**src/rtl/pqa_pkg.sv**
```systemverilog
// shared types and constants for the positive quantile autoscale block
// no dependencies
package pqa_pkg;
  localparam int MaxCells = 4096;
  localparam int AddrW = $clog2(MaxCells);
  localparam int CntW = AddrW + 1;
  localparam int QuantShift = 3;
  localparam logic [1:0] STATUS_OK = 2'd0;
  localparam logic [1:0] STATUS_EMPTY = 2'd1;
  localparam logic [1:0] STATUS_OVFL = 2'd2;

  typedef struct packed {
    logic load;        // store the accepted item
    logic clear;       // restart frame state
    logic pass_start;  // set up a new bit pass
    logic pass_step;   // look at one stored value
    logic pass_end;    // decide the bit
    logic sel_init;    // start a selection
  } pqa_cmd_t;

  typedef struct packed {
    logic       empty;     // no positives stored
    logic       scan_done; // current pass has read every value
    logic       last_bit;  // deciding bit 0
  } pqa_stat_t;
endpackage

```
**src/rtl/pqa_ctrl.sv**
```systemverilog
// controller state machine: load, selection passes, result hold
// depends on pqa_pkg
module pqa_ctrl (
  input  logic               clk,
  input  logic               rst_n,
  input  logic               in_fire,
  input  logic               in_last,
  input  logic               out_fire,
  input  pqa_pkg::pqa_stat_t stat,
  output pqa_pkg::pqa_cmd_t  cmd,
  output logic               in_ready,
  output logic               out_valid
);
  import pqa_pkg::*;

  localparam logic [2:0] S_LOAD = 3'd0;
  localparam logic [2:0] S_START = 3'd1;
  localparam logic [2:0] S_SCAN = 3'd2;
  localparam logic [2:0] S_DONE = 3'd3;
  localparam logic [2:0] S_OUT = 3'd4;

  logic [2:0] state_r, state_nxt;

  always_comb begin
    cmd = '0;
    state_nxt = state_r;
    in_ready = 1'b0;
    out_valid = 1'b0;
    case (state_r)
      S_LOAD: begin
        in_ready = 1'b1;
        cmd.load = in_fire;
        if (in_fire && in_last) begin
          cmd.sel_init = 1'b1;
          state_nxt = S_START;
        end
      end
      S_START: begin
        cmd.pass_start = 1'b1;
        state_nxt = stat.empty ? S_OUT : S_SCAN;
      end
      S_SCAN: begin
        cmd.pass_step = 1'b1;
        if (stat.scan_done) state_nxt = S_DONE;
      end
      S_DONE: begin
        cmd.pass_end = 1'b1;
        state_nxt = stat.last_bit ? S_OUT : S_START;
      end
      S_OUT: begin
        out_valid = 1'b1;
        if (out_fire) begin
          cmd.clear = 1'b1;
          state_nxt = S_LOAD;
        end
      end
      default: state_nxt = S_LOAD;
    endcase
  end

  always_ff @(posedge clk) begin
    if (!rst_n) state_r <= S_LOAD;
    else state_r <= state_nxt;
  end

  a_no_in_busy: assert property (@(posedge clk) disable iff (!rst_n)
    out_valid |-> !in_ready) else $error("input open during result");
  a_out_follow: assert property (@(posedge clk) disable iff (!rst_n)
    (out_valid && !out_fire) |=> out_valid) else $error("result dropped");
  a_sel_start: assert property (@(posedge clk) disable iff (!rst_n)
    (in_fire && in_last) |=> state_r == S_START) else $error("no selection");
endmodule

```
**config.mk**
```make
export PLATFORM = sky130hd
export DESIGN_NAME = pqa_ctrl
export DESIGN_NICKNAME = d
export VERILOG_FILES = /design/src/rtl/pqa_pkg.sv /design/src/rtl/pqa_ctrl.sv
export SDC_FILE = /design/constraint.sdc
export NUM_CORES = 1
export LEC_CHECK = 0
export BUFFER_PORTS_ARGS = -buffer_cell sky130_fd_sc_hd__buf_2
export CAP_MARGIN = 15
export CORE_AREA = 10 10 47 49
export CTS_BUF_LIST = sky130_fd_sc_hd__clkbuf_8
export DETAILED_ROUTE_END_ITERATION = 12
export DIE_AREA = 0 0 57 59
export GPL_TIMING_DRIVEN = 0
export PLACE_DENSITY = 0.52
export SLEW_MARGIN = 25
export SYNTH_ARGS = -nofsm -noshare
export SYNTH_HDL_FRONTEND = slang
export SYNTH_SLANG_ARGS = --single-unit
```
**constraint.sdc**
```tcl
create_clock -name clk -period 1.4 [get_ports clk]
set_input_delay 0.42 -clock clk [delete_from_list [all_inputs] [get_ports clk]]
set_output_delay 0.42 -clock clk [all_outputs]
set_load 0.03 [all_outputs]
```
# Word-level counts from Yosys, hierarchy flattened
# Index checks and enable logic that the tools add are counted.
# word_totals
out_inout_bits	8
reg_bits	3
word_cells	27
# classes
n_eq_ne	7
muxes	16
reduce_logical	3
# ops
op	count
$mux W3	5
$pmux W3 S5	1
$mux W1	10
$eq A3 B2 Y1 const B	2
$ne A2 B2 Y1 const B	3
$eq A3 B1 Y1 const B	1
$eq A3 B3 Y1 const B	1
$logic_not A3 Y1	1
$reduce_and A3 Y1	1
$logic_and A1 B1 Y1	1

# Logic depth before layout (Yosys ltp)
# Gate-level depths: netlist of run 1.
# logic_depth
depth_word	3
mapped_depth	4
ltp_nobuf	4

# Worst setup path after synthesis of run 1
# Ideal clock, no wire load.
# synth_path
path_kind	register -> output
from	register state_r[0]
to	output cmd[0] (netlist name)
stages_incl_launch_ff	4
arrival_time_ns	1.734
slack_ns	-0.754
path_cell_list	dfxtp_1 -> buf_2 -> nor3_1 -> and3_1
# synth_rtl
element	line	text
start, declared	pqa_ctrl.sv:22	logic [2:0] state_r, state_nxt;
start signal, assigned	pqa_ctrl.sv:63	else state_r <= state_nxt;
end, declared	pqa_ctrl.sv:10	output pqa_pkg::pqa_cmd_t cmd,

==> results.cfg, run 1 <==
[layout]
drive_gt1_share_pct = 67.9
nFillCells = 147
n_antenna_cell = 0
area_growth_pct = 108
largest_register_ffs = 3
top_regs = state_r: 3 flops
regMostFlops = state_r
layout_common_cells = 10 x buf_4, 7 x buf_2, 5 x buf_6, 3 x clkbuf_8
fin_area_sq_um = 503
final_common_cell = buf_4
fin_nets = 62

[sta]
period_minus_slack_ps = 1540
finalSetupTns_ps = -702
setup_ws_ps = -142
clock_skew_ps = 2.48
slew_headroom_pct = 67.3
hold_viol_final = 0
worst_pin_slew_ps = 484
finalSetupViolations = 8
fmax_ghz = 0.648
rsz0062_at_grt = yes
period_share_pct = 110
drv_slew = 0

[critical_path]
worstPathRequired_ps = 980
criticalPathCategory = reg -> out
cp.arrival_ps = 1120
cp-start-kind = register
path_max_fanout = 4
r2r_slack_ps = 150
worst_setup_path_end_kind = output port

[drt]
route.vias.total = 313
routed_wl_um = 804
ant_nets = 0
dr.pass1.iters = 2
drt_iter0_drc = 4
remaining_drc_errors = 0
avgRoutedWirePerCell_um = 11.7
routed_via_density = 4.54

[global_routing]
overflow = 0
grt_pass1_wl_um = 1260
grt_util_met1_pct = 5.26
top_usage_layer = met4
grt_max_degree = 11
grt_use_met3_pct = 1.72
globalRouteMet2Util_pct = 5.89
first_global_vias = 291
antenna_found_initial = 0
grt_use_total_pct = 4.68

[logic_synthesis]
synth_cells = 30
yosysUniqueCellTypes = 18
seq_area_frac_synth_pct = 24.9
syn_nets = 38
synth_warnings = 0
synth_top_area_cell = dfxtp_1
synth_top_area_share_pct = 24.9
netlist_area_sq_um = 241
ys_top_cells_by_area = dfxtp_1 25%, nor3b_1 9.3%, mux2i_1 8.3%, a221oi_2 6.2%, and2_1 5.2%
synth_seq_cells = 3
synth_area_per_cell_sq_um = 8.05

[job]
cap_violations = 0

[placed_design]
place_hpwl_um = 575
gp_congestion = 0.675
io_buffer_count = 15
place_area_sq_um = 357
pre_cts_ws_ps = -38.0

[power_and_ir_drop]
p_total_w = 0.000993
leakagePower_nw = 0.228
ir_drop_mv = 0.487
p_per_area_mw_per_mm2 = 1980

[cts]
clock_latency_ps = 220
cts_buffers = 3
htreeDepth = 1
tritoncts = done
cts_max_path_buffers = 2
clk_pin_slew_worst_paths_ps = 30
cts_root_buffer = clkbuf_8
cts.sinks = 3

[status]
violations = setup timing
outcome = finished with violations

[floorplan]
die_w_um = 57
rows = 14
die_h_um = 59
die-area_sq_mm = 0.00336
coreArea_sq_mm = 0.00140
pin_count = 16
initial_core_util_pct = 17.2

[worst_hold_path]
min_path_type = in -> reg
## routing by layer
metal | up-vias | wire, um | part of all wire, %
met5 | - | 0 | 0
met4 | 0 | 21 | 2.6
met3 | 2 | 74 | 9.2
met2 | 12 | 356 | 44
met1 | 141 | 352 | 44
li1 | 158 | - | -
## through the flow
stage,hold slack [ps],instances,utilization [%]
2_1_floorplan,579,30,-
3_3_place_gp,657,61,25.4
3_5_place_dp,663,61,25.4
4_1_cts,476,67,32.9
5_1_grt,494,69,35.9
6_report,478,69,35.9
## critical path, stage by stage, from the launching register on
cell and delay, ps:
dfxtp_2 340, nor3_4 230, and3_4 210, buf_6 120
## timing repair
action                                 CTS  global route
setup buffers                            4             2
gates resized for setup                 16             9
endpoints found under the hold margin    0             0
hold buffers                             0             0
setup endpoints to repair                8             8
pin swaps                                2             4
## report_power, final
| part | total (W) | internal [W] | leakage [nW] | switching, W |
|---|---|---|---|---|
| Sequential | 0.000162 | 0.000117 | 0.0264 | 0.0000443 |
| Clock | 0.000246 | 0.000187 | 0.0269 | 0.0000592 |
| Combinational | 0.000586 | 0.000295 | 0.174 | 0.000291 |
## kinds of logic (layout without fill, tap and decap cells)
| family | after synthesis | in the layout | synth area share, % |
|---|---|---|---|
| AND/OR/NAND/NOR | 14 | 14 | 34.2 |
| AO/OA/AOI/OAI | 6 | 6 | 20.7 |
| buffers and inverters | 5 | 28 | 11.9 |
| flip-flops | 3 | 3 | 24.9 |
| multiplexers | 2 | 2 | 8.29 |
## worst paths after layout
check	startpoint	end	cells past startpoint
worst max-delay path	state_r[2]$_SDFFE_PN0P_	cmd[0]	3
worst min-delay path	rst_n	state_r[1]$_SDFFE_PN0P_	2
worst max register to register	state_r[0]$_SDFFE_PN0P_	state_r[0]$_SDFFE_PN0P_	3
worst min register to register	state_r[2]$_SDFFE_PN0P_	state_r[0]$_SDFFE_PN0P_	2
## synthesized netlist by cell type
master and number:
nor2_1 2, o41ai_1 1, buf_2 2, dfxtp_1 3
a21oi_1 1, nor4bb_1 1, nand2_1 2, and2_1 2
nor3_1 2, mux2i_1 2, buf_6 1, a221oi_2 1
a211o_1 1, and3_1 2, inv_1 2, nor3b_1 3
o21ai_0 1, o211ai_1 1
## layout make-up
class                   count  area [sq um]  share of cell area (%)
multi-input cells          22           193                    38.3
repair buffers             21           155                    30.8
flip-flops and latches      3          68.8                    13.7
clock buffers               3          41.3                    8.21
well taps                  16          20.0                    3.98
plain buffers               1          11.3                    2.24
inverters                   2          10.0                    1.99
clock inverters             1          3.75                   0.746
No activity file was read; power rests on OpenSTA's default activity.
==> run 2: changes to the inputs <==
--- a/config.mk
+++ b/config.mk
@@ -5,14 +5,13 @@
 export SDC_FILE = /design/constraint.sdc
 export NUM_CORES = 1
 export LEC_CHECK = 0
-export BUFFER_PORTS_ARGS = -buffer_cell sky130_fd_sc_hd__buf_2
 export CAP_MARGIN = 15
 export CORE_AREA = 10 10 47 49
 export CTS_BUF_LIST = sky130_fd_sc_hd__clkbuf_8
 export DETAILED_ROUTE_END_ITERATION = 12
 export DIE_AREA = 0 0 57 59
-export GPL_TIMING_DRIVEN = 0
-export PLACE_DENSITY = 0.52
+export DONT_BUFFER_PORTS = 1
+export PLACE_DENSITY = 0.42
 export SLEW_MARGIN = 25
 export SYNTH_ARGS = -nofsm -noshare
 export SYNTH_HDL_FRONTEND = slang
==> run 2 against run 1 <==
  * Critical path type unchanged
  * Core utilization down 3.7 points
  * Final area down 10%
  * Largest power group unchanged
  * The run still ends with setup timing left
  * Via count fell by 9.9%
==> results.cfg, run 2 (same netlist as run 1, synthesis figures left out) <==
[critical_path]
r2r-start = state_r[2]$_SDFFE_PN0P_
cp.arrival_ps = 1110
worst_setup_path_end_kind = output port
r2r_slack_ps = 100
r2r-end = state_r[2]$_SDFFE_PN0P_
worstPathRequired_ps = 980
path_max_fanout = 5
cp-start-kind = register
ff2ff_path_depth = 5
criticalPathCategory = reg -> out

[cts]
tritoncts = done
clock_latency_ps = 220
htreeDepth = 1
cts_max_path_buffers = 2
cts_buffers = 3
cts.sinks = 3
clk_pin_slew_worst_paths_ps = 30
hold_buffers = 0
cts_root_buffer = clkbuf_8

[floorplan]
pin_count = 16
die_h_um = 59
die_w_um = 57
die-area_sq_mm = 0.00336
rows = 14
initial_core_util_pct = 17.2
coreArea_sq_mm = 0.00140

[global_routing]
grt_pass1_wl_um = 1210
overflow = 0
first_global_vias = 290
grt_use_total_pct = 4.97
antenna_found_initial = 0
grt_max_degree = 8

[drt]
drt_iter0_drc = 4
route.vias.total = 282
avgRoutedWirePerCell_um = 13.0
routed_wl_um = 808
remaining_drc_errors = 0
routed_via_density = 4.55
dr.pass1.iters = 2
ant_nets = 0

[sta]
period_share_pct = 109
hold_viol_final = 0
drv_slew = 0
period_minus_slack_ps = 1530
finalSetupViolations = 8
slew_headroom_pct = 80.4
clock_skew_ps = 0.128
worst_pin_slew_ps = 290
hold_slack_ps = 373
fmax_ghz = 0.654
rsz0062_at_grt = yes
setup_ws_ps = -128

[layout]
regMostFlops = state_r
drive_gt1_share_pct = 63.0
fin_nets = 55
multi_input_area_sq_um = 183
layout_common_cells = 11 x buf_4, 4 x buf_6, 3 x clkbuf_8
final_common_cell = buf_4
largest_register_ffs = 3
n_antenna_cell = 0
area_growth_pct = 87.0
top_regs = state_r: 3 flops
seqCellArea_sq_um = 68.8
nFillCells = 162

[placed_design]
io_buffer_count = 0
gp_congestion = 0.721
place_hpwl_um = 658

[status]
violations = setup timing
outcome = finished with violations

[power_and_ir_drop]
leakagePower_nw = 0.198
ir_drop_mv = 0.656
p_per_area_mw_per_mm2 = 2160
p_total_w = 0.000977

[worst_hold_path]
min_path_type = in -> reg
min_from = rst_n
hold_depth = 1
hold_end = state_r[1]$_SDFFE_PN0P_

[job]
cap_violations = 0
-- run 2: cell types whose count changed in the layout (fill, tap and decap cells not counted) --
| cell | before | now |
|---|---|---|
| inv_4 | 1 | 0 |
| buf_2 | 7 | 0 |
| and2_1 | 1 | 0 |
| and3_4 | 1 | 0 |
| nor3_2 | 0 | 1 |
| inv_2 | 0 | 1 |
| and2_2 | 0 | 1 |
| buf_4 | 10 | 11 |
| nor3_4 | 2 | 1 |
| buf_6 | 5 | 4 |
| and3_1 | 1 | 2 |
-- run 2: power by group --
part | switching, W | internal, W
logic | 0.000288 | 0.000291
clock network | 0.0000598 | 0.000187
registers | 0.0000340 | 0.000117
total | 0.000381 | 0.000595
-- run 2: routing by layer --
layer	vias up	part of all wire [%]	track usage, %
li1	139	-	-
met1	129	33	3.32
met2	12	47	6.98
met3	2	17	4.51
met4	0	2.7	7.05
met5	-	0	0
-- run 2: area by class of cell --
class / instances / area share, %
Clock inverter: 1 / 0.831
Tap cell: 16 / 4.43
Multi-Input combinational cell: 22 / 40.4
Inverter: 2 / 1.66
Clock buffer: 3 / 9.14
Timing Repair Buffer: 15 / 28.3
Sequential cell: 3 / 15.2
-- run 2: critical path, cell delays in order (launching register included) --
cell and delay (ps):
dfxtp_4 360, nor3_4 210, and3_1 190, buf_6 130
-- run 2: worst max path at each step --
stage / slack (ps) / depth (start not counted) / to / startpoint
after global placement: 90 / 3 / cmd[4] / state_r[0]$_SDFFE_PN0P_
final: -130 / 3 / cmd[0] / state_r[1]$_SDFFE_PN0P_
after CTS: -110 / 3 / cmd[0] / state_r[0]$_SDFFE_PN0P_
after detailed placement: 60 / 3 / cmd[4] / state_r[0]$_SDFFE_PN0P_
after floorplan: -260 / 3 / cmd[1] / state_r[1]$_SDFFE_PN0P_
after global routing: -170 / 3 / cmd[0] / state_r[1]$_SDFFE_PN0P_
-- run 2: what timing repair did --
item | in CTS | in global routing
endpoints found under the setup margin | 8 | 8
buffers inserted | 4 | 1
gates resized for setup | 11 | 1
pin swaps | 4 | 2
-- run 2: per-stage QoR --
stage / setup slack [ps] / util (%) / instances / TNS (ps) / instance area (sq um)
6_report: -128 / 32.2 / 62 / -456 / 452
5_1_grt: -168 / 32.2 / 62 / -801 / 452
4_1_cts: -108 / 31.4 / 61 / -415 / 440
3_5_place_dp: 64.8 / 23.9 / 53 / 0 / 335
3_3_place_gp: 87.9 / 23.9 / 53 / 0 / 335
2_1_floorplan: -261 / - / 30 / -806 / 262
==> run 3: changes to the inputs <==
--- a/config.mk
+++ b/config.mk
@@ -6,12 +6,16 @@
 export NUM_CORES = 1
 export LEC_CHECK = 0
 export CAP_MARGIN = 15
+export CELL_PAD_IN_SITES_DETAIL_PLACEMENT = 1
+export CELL_PAD_IN_SITES_GLOBAL_PLACEMENT = 1
 export CORE_AREA = 10 10 47 49
 export CTS_BUF_LIST = sky130_fd_sc_hd__clkbuf_8
+export CTS_CLUSTER_SIZE = 14
 export DETAILED_ROUTE_END_ITERATION = 12
 export DIE_AREA = 0 0 57 59
 export DONT_BUFFER_PORTS = 1
-export PLACE_DENSITY = 0.42
+export PLACE_DENSITY = 0.51
+export SETUP_SLACK_MARGIN = 0.3
 export SLEW_MARGIN = 25
 export SYNTH_ARGS = -nofsm -noshare
 export SYNTH_HDL_FRONTEND = slang
==> run 3 against run 2 <==
  * Largest cell class unchanged
  * Die area is the same
  * Via count grew 9.9%
  * The run still ends with setup timing left
  * Clock power grew 3%
  * Global-route usage grew 1.9 points
  * Register-to-register slack lost 110 ps
  * Final area grew 26%
  * Critical endpoint unchanged
  * First-iteration DRC count shrank 100%
  * Clock-buffer cell count is the same
  * Setup slack gained 20 ps
==> results.cfg, run 3 (same netlist as run 1, synthesis figures left out) <==
[sta]
setup_ws_ps = -108
slew_headroom_pct = 78.3
fmax_ghz = 0.663
worst_pin_slew_ps = 325
hold_slack_ps = 321
hold_viol_final = 0
finalSetupViolations = 9
period_minus_slack_ps = 1510
period_share_pct = 108
clock_skew_ps = 2.98
drv_slew = 0
rsz0062_at_grt = yes

[cts]
cts_max_path_buffers = 2
hold_buffers = 0
cts_root_buffer = clkbuf_8
tritoncts = done
clock_latency_ps = 220
cts_buffers = 3
clk_pin_slew_worst_paths_ps = 30
cts.sinks = 3
htreeDepth = 1

[power_and_ir_drop]
p_sw_w = 0.000465
seq_power_share_pct = 14.9
sw_frac_of_total_pct = 40.9
leakagePower_nw = 0.228
pwr-share-clk_pct = 22.4
intPower_w = 0.000673
p_per_area_mw_per_mm2 = 2000
power_frac_comb_pct = 62.6
ir_drop_mv = 0.956

[critical_path]
worstPathRequired_ps = 980
startpoint = state_r[1]$_SDFFE_PN0P_
worst_setup_path_end_kind = output port
cpPeakStageDelay_ps = 360
cp-start-kind = register
ff2ff_path_depth = 6
path_max_fanout = 4
r2r-start = state_r[1]$_SDFFE_PN0P_
cpLargestDelayFamily = simple AND/OR/NAND/NOR gates
r2r-end = state_r[2]$_SDFFE_PN0P_
worstPathCellList = nor3_4, and3_4
cp_slowest_cell = dfxtp_4
crit_cells = 2
cp.arrival_ps = 1090
r2r_slack_ps = -10
critical_path.endpoint = cmd[0]
criticalPathCategory = reg -> out
crit_buf_inv = 0

[layout]
final_common_cell = buf_6
top_regs = state_r: 3 flops
area_growth_pct = 135
drive_gt1_share_pct = 77.1
utilization_pct = 40.5
fin_area_sq_um = 568
fin_nets = 57
layout_common_cells = 8 x buf_6, 7 x buf_4, 3 x clkbuf_8
largest_register_ffs = 3
regMostFlops = state_r
nFillCells = 160
n_antenna_cell = 0

[global_routing]
grt_use_total_pct = 6.88
overflow = 0
antenna_found_initial = 0
grt_pass1_wl_um = 1710
grt_max_degree = 7
first_global_vias = 337

[placed_design]
gp_congestion = 0.805
place_hpwl_um = 725
place_area_sq_um = 365
io_buffer_count = 0

[drt]
route.vias.total = 310
ant_nets = 0
routed_via_density = 4.84
dr.pass1.iters = 1
avgRoutedWirePerCell_um = 19.2
remaining_drc_errors = 0
routed_wl_um = 1230
drt_iter0_drc = 0

[floorplan]
initial_core_util_pct = 17.2
pin_count = 16
coreArea_sq_mm = 0.00140
die-area_sq_mm = 0.00336
rows = 14
die_h_um = 59
die_w_um = 57

[status]
violations = setup timing
outcome = finished with violations

[worst_hold_path]
min_path_type = in -> reg

[job]
cap_violations = 0
[run 3: cell count changes in the layout (fill, tap and decap cells not counted), moves of 2 or more]
| cell | before | now |
|---|---|---|
| and3_1 | 2 | 0 |
| and3_4 | 0 | 2 |
| buf_4 | 11 | 7 |
| buf_6 | 4 | 8 |
| nor2_1 | 2 | 0 |
| nor3b_4 | 0 | 2 |
[run 3: per-stage QoR]
stage                     instances  TNS [ps]  power (W)  setup WS (ps)
final                            64      -559    0.00114           -108
after global placement           50         0   0.000621           56.6
after detailed placement         50         0   0.000631           26.4
after floorplan                  30      -255   0.000534           -130
after CTS                        61      -683    0.00103           -119
after global routing             64      -899    0.00119           -144
[run 3: per-layer routing]
layer / track usage [%] / wire length (um) / part of all wire (%) / vias to the layer above
met2: 11.9 / 745 / 61 / 14
li1: - / - / - / 147
met1: 5.48 / 342 / 28 / 147
met5: 0 / 0 / 0 / -
met3: 4.51 / 119 / 9.7 / 2
met4: 5.03 / 22 / 1.8 / 0
[run 3: what timing repair did]
action | CTS | global route
endpoints found under the hold margin | 0 | 0
pin swaps | 8 | 5
buffers inserted | 7 | 3
endpoints found under the setup margin | 10 | 11
resized for setup | 16 | 8
[run 3: worst reg2reg max path, stage by stage (launching register included)]
cell and delay [ps]:
dfxtp_4 360, buf_6 130, buf_6 110, buf_6 110, mux2i_1 110, a211o_1 280
a221oi_2 210
[run 3: area by class of cell]
class	instances	area [sq um]	area share [%]
Clock buffer	3	41.3	7.27
Clock inverter	1	3.75	0.661
Inverter	2	10.0	1.76
Multi-Input combinational cell	22	246	43.4
Sequential cell	3	68.8	12.1
Tap cell	16	20.0	3.52
Timing Repair Buffer	17	178	31.3
[run 3: power groups by stage]
stage | Combinational, W | Sequential (W) | Clock [W]
5_1_grt | 0.000748 | 0.000175 | 0.000270
3_5_place_dp | 0.000473 | 0.000157 | 0
2_1_floorplan | 0.000408 | 0.000126 | 0
6_report | 0.000713 | 0.000170 | 0.000255
4_1_cts | 0.000609 | 0.000165 | 0.000255
3_3_place_gp | 0.000464 | 0.000158 | 0
[run 3: worst min path at each step]
| stage | startpoint | to | slack [ps] | cells past startpoint |
|---|---|---|---|---|
| floorplan | rst_n | state_r[2]$_SDFFE_PN0P_ | 550 | 2 |
| global placement | rst_n | state_r[2]$_SDFFE_PN0P_ | 560 | 2 |
| detailed placement | rst_n | state_r[2]$_SDFFE_PN0P_ | 570 | 2 |
| CTS | rst_n | state_r[2]$_SDFFE_PN0P_ | 320 | 2 |
| global route | rst_n | state_r[2]$_SDFFE_PN0P_ | 310 | 2 |
| finish | rst_n | state_r[2]$_SDFFE_PN0P_ | 320 | 2 |
